[config.mk]
export PLATFORM = sky130hd
export DESIGN_NAME = qsr_cell
export DESIGN_NICKNAME = d
export VERILOG_FILES = /design/src/design/qsr_pkg.sv /design/src/design/qsr_cell.sv
export SDC_FILE = /design/constraint.sdc
export NUM_CORES = 1
export LEC_CHECK = 0
export ABC_AREA = 1
export BUFFER_PORTS_ARGS = -buffer_cell sky130_fd_sc_hd__buf_2
export CORE_UTILIZATION = 44
export DETAILED_ROUTE_END_ITERATION = 16
export PLACE_DENSITY = 0.93
export RECOVER_POWER = 25
export SYNTH_ARGS = -nofsm -noshare
export SYNTH_HDL_FRONTEND = slang
export SYNTH_SLANG_ARGS = --single-unit
[constraint.sdc]
create_clock -name aclk -period 4.8 [get_ports aclk]
set_clock_uncertainty 0.1 [all_clocks]
set_input_delay 0.96 -clock aclk [delete_from_list [all_inputs] [get_ports aclk]]
set_output_delay 0.96 -clock aclk [all_outputs]
set_load 0.01 [all_outputs]
[src/design/qsr_pkg.sv]
`timescale 1ns / 1ps
package qsr_pkg;
    localparam int MaxSymDefault = 24;
    localparam int QW = 16;
    localparam int PW = 35;
    localparam int NW = 71;
    localparam int DW = 53;

    typedef enum logic [1:0] {
        OP_LOAD = 2'd0,
        OP_ZONE = 2'd1,
        OP_NEAR = 2'd2,
        OP_NONE = 2'd3
    } op_t;

    typedef struct packed {
        logic signed [QW-1:0] x;
        logic signed [QW-1:0] y;
        logic signed [QW-1:0] z;
        logic signed [QW-1:0] w;
    } quat_t;

    typedef struct packed {
        logic signed [PW-1:0] x;
        logic signed [PW-1:0] y;
        logic signed [PW-1:0] z;
        logic signed [PW-1:0] w;
    } prod_t;

    typedef enum logic [1:0] {
        ST_IDLE = 2'd0,
        ST_RUN  = 2'd1,
        ST_OUT  = 2'd2
    } state_t;

    function automatic logic signed [QW-1:0] round_sat(input logic signed [PW-1:0] v);
        logic signed [PW:0] t;
        logic signed [PW-14:0] r;
        begin
            t = {v[PW-1], v} + (PW+1)'(8192);
            r = t[PW:14];
            if (r > (PW-13)'(32767)) round_sat = 16'sh7FFF;
            else if (r < -(PW-13)'(32768)) round_sat = 16'sh8000;
            else round_sat = r[QW-1:0];
        end
    endfunction
endpackage

[src/design/qsr_cell.sv]
`timescale 1ns / 1ps
module qsr_cell (
    input  logic                   aclk,
    input  logic                   ld_en,
    input  qsr_pkg::quat_t         ld_q,
    input  logic                   shift,
    input  qsr_pkg::quat_t         nb_q,
    output qsr_pkg::quat_t         q_out
);
    import qsr_pkg::*;
    quat_t q_reg;
    always_ff @(posedge aclk) begin
        if (ld_en) begin
            q_reg <= ld_q;
        end else if (shift) begin
            q_reg <= nb_q;
        end
    end
    assign q_out = q_reg;
endmodule

# After elaboration in Yosys (flattened, before gate mapping)
# Index checks and enable logic that the tools add are counted.
# totals
inputBits	131
output_inout_bits	64
word_cells	7
register_bits	64
# classes
muxes	2
n_reduce_logical	1
# op_table
operator	n
2-to-1 mux 64 bit	2
nonzero test 2 bit	1

# Depth between registers and ports, before layout
# logic_depth
word_depth	2
mapped_depth	4
depth_no_buf	3

# Least setup slack after synthesis
# No wires, ideal clock.
# synth_path
path_type	input to register
from	in ld_en
to	reg q_reg, in the netlist q_out[0], enable pin
required_time_ns	4.306
path_stages	2
setup_time_ns	0.394
path_buffers	1
t_arrival_ns	1.927
slack_ns	2.379
cell_sequence	buf_6 -> or2_2
# synth_via
elab_chain_cells	1
# synth_rtl
element	line_no	source
start: declaration	qsr_cell.sv:4	input logic ld_en,
nonzero test 2 bit (no source line)	n/a	
end signal: assignment	qsr_cell.sv:14	q_reg <= ld_q;
end signal: assignment	qsr_cell.sv:16	q_reg <= nb_q;
end: declaration	qsr_cell.sv:11	quat_t q_reg;
# No other way between the ends.
# A chain may end at the register's enable or synchronous reset.

# Worst setup path in the final report
# layout_path
from	in ld_en
to	reg q_reg, in the netlist q_out[30] (data pin)
# layout_via
elab_chain_cells	1
# layout_rtl
element	line_no	source
2-to-1 mux 64 bit	qsr_cell.sv:13	if (ld_en) begin
# No other way between the ends.

==> results.yml <==
logic_synthesis:
  syn_avg_cell_area_um2: 10.2
  netlist_instances: 271
  netlist_area_um2: 2760
  synth-seq-cells: 64
  synth_seq_area_share: 0.698
  synth_cell_type_count: 6
  synthesis.nets: 402
  yosys_warnings: 0
global_routing:
  gr-usage-met2: 0.373
  grt_pass1_vias: 2175
  use_met1: 0.218
  overflow: 0
  grt_max_degree: 66
  busiest_layer: "met2"
  grt_usage: 0.204
  grt_pass1_wl_um: 9780
  antenna_found_initial: 0
  grt_util_met3: 0.0528
critical_path:
  critPathCaptureType: "flip-flop"
  critical-path-slowest-cell: "inv_2"
  crit_cells: 5
  critical_path_class: "in2reg"
  crit_arrival_ns: 2.44
  crit_required_ns: 4.76
  crit_top_cell: "nand2_1"
  critPathBufInv: 3
  crit_family: "buffers and inverters"
  endpoint: "q_out[30]"
  setup.worst_path.start: "ld_en"
  cpPeakStageDelay_ns: 0.56
  crit_path_start_kind: "input pin"
  cp_max_fo: 65
  crit_chain: "buf_2, buf_4, inv_2, nand2_1, nand2_1"
timing:
  setup_viol: 0
  finalMaxSlewViolations: 0
  fin_crit_ns: 2.48
  tns_ns: 0
  layout_setup_ws_ns: 2.32
  final_hold_viol_count: 0
  rsz0062_at_grt: "no"
  finalCritPeriodShare: 0.516
  clock.fmax_mhz: 404
  worst_pin_slew_ns: 0.984
  slew_headroom: 0.344
power:
  leakagePower_nw: 1.97
  p_seq_frac: 0.508
  cellPowerDensity_nw_per_um2: 357
  p_sw_frac: 0.234
  power_mw: 1.39
  pwr-share-clk: 0.345
  p_int_mw: 1.06
  p_comb_frac: 0.147
  vdd_drop_max_mv: 0.197
  power.switching_mw: 0.324
placement:
  place.gp.congestion: 0.731
  placed_cell_area_um2: 3730
  dp_hpwl_um: 4990
  port_buffers: 194
  dpl_worst_slack_ns: 2.01
final_layout:
  drive_above_1_share: 0.345
  layout.nets: 596
  area_growth_pct: 40.7
  largest_register_ffs: 64
  final_cell_area_um2: 3880
  n_fill_cell: 508
  diodes: 0
  regArea_um2: 1920
  multi_input_area_um2: 727
cts:
  cts_tree: "done"
  holdBufCountCts: 0
  ctsLongestPathBuffers: 2
  cts_setup_buffers: 0
  cts_root_buffer: "clkbuf_8"
  cts_buffers: 9
  clk_pin_slew_ns: 0.07
  htreeDepth: 3
  cts.sinks: 64
  cts_resized: 0
floorplanning:
  die_x_um: 81.1
  io_pins: 195
  start_util: 0.460
  fp.dieArea_um2: 6580
  fp-row-count: 28
  core_area_um2: 5990
  die_y_um: 81.1
routing:
  vias: 2512
  drt-total-wl_um: 6790
  ant_nets: 0
  wire_per_inst_um: 12.4
  drtPass1Iterations: 5
  vias_per_cell: 4.61
  drtIter0Drc: 118
  drc: 0
job:
  cap_violations: 0
min_path:
  hold_path_class: "in2reg"
outcome:
  status: "complete, no violations"
synthesized netlist by cell type:
cell type,instances,area share
edfxtp_1,64,0.70
buf_2,7,0.013
nand2_1,192,0.26
buf_6,6,0.025
inv_2,1,0.0014
or2_2,1,0.0023
per-layer routing:
metal | vias up | wire, µm
met1 | 1123 | 2590
met5 | - | 0
met2 | 128 | 3560
met3 | 7 | 573
li1 | 1254 | -
met4 | 0 | 64
worst min-delay path, cell delays in order:
cell     delay [ns]
buf_2          0.07
nand2_1        0.04
nand2_1        0.04
final cells by class:
class,instances,area share
Sequential cell,64,0.496
Timing Repair Buffer,196,0.239
Multi-Input combinational cell,193,0.188
Clock buffer,12,0.0349
Tap cell,75,0.0242
Clock inverter,4,0.0178
Inverter,1,0.000968
cells in the final DEF, fill, tap and decap left out:
cell,synthesis,routed
clkbuf_1,0,51
clkbuf_8,0,9
nand2_1,192,192
inv_2,1,1
or2_2,1,1
buf_2,7,146
buf_4,0,2
clkinv_2,0,1
bufinv_16,0,2
edfxtp_1,64,64
clkinv_1,0,1
kinds of logic (layout without fill, tap and decap cells):
| logic type | count (synthesis) | after routing | share of synthesized area |
|---|---|---|---|
| buffers and inverters | 14 | 213 | 0.0386 |
| and+or+nand+nor | 193 | 193 | 0.264 |
| DFF | 64 | 64 | 0.698 |
how the worst min path moves through the flow:
stage / depth (start not counted) / slack (ns) / endpoint / startpoint
2_1_floorplan: 2 / 1.04 / q_out[0] / nb_q[0]
3_3_place_gp: 3 / 1.12 / q_out[13] / nb_q[13]
3_5_place_dp: 3 / 1.13 / q_out[43] / nb_q[43]
4_1_cts: 3 / 0.78 / q_out[43] / nb_q[43]
5_1_grt: 3 / 0.79 / q_out[1] / ld_q[1]
6_report: 3 / 0.80 / q_out[43] / nb_q[43]
metrics by stage:
stage / utilization / hold slack, ns / std cells
5_1_grt: 0.647 / 0.787 / 545
3_3_place_gp: 0.623 / 1.12 / 529
2_1_floorplan: - / 1.04 / 271
4_1_cts: 0.657 / 0.779 / 545
3_5_place_dp: 0.623 / 1.13 / 529
6_report: 0.647 / 0.797 / 545
power by group through the flow:
stage,Sequential [mW],Clock [mW],Combinational [mW]
finish,0.703,0.478,0.204
global placement,0.711,0,0.212
CTS,0.703,0.488,0.218
detailed placement,0.715,0,0.218
global route,0.710,0.513,0.227
floorplan,0.749,0,0.0618
(Power assumes the default switching activity.)
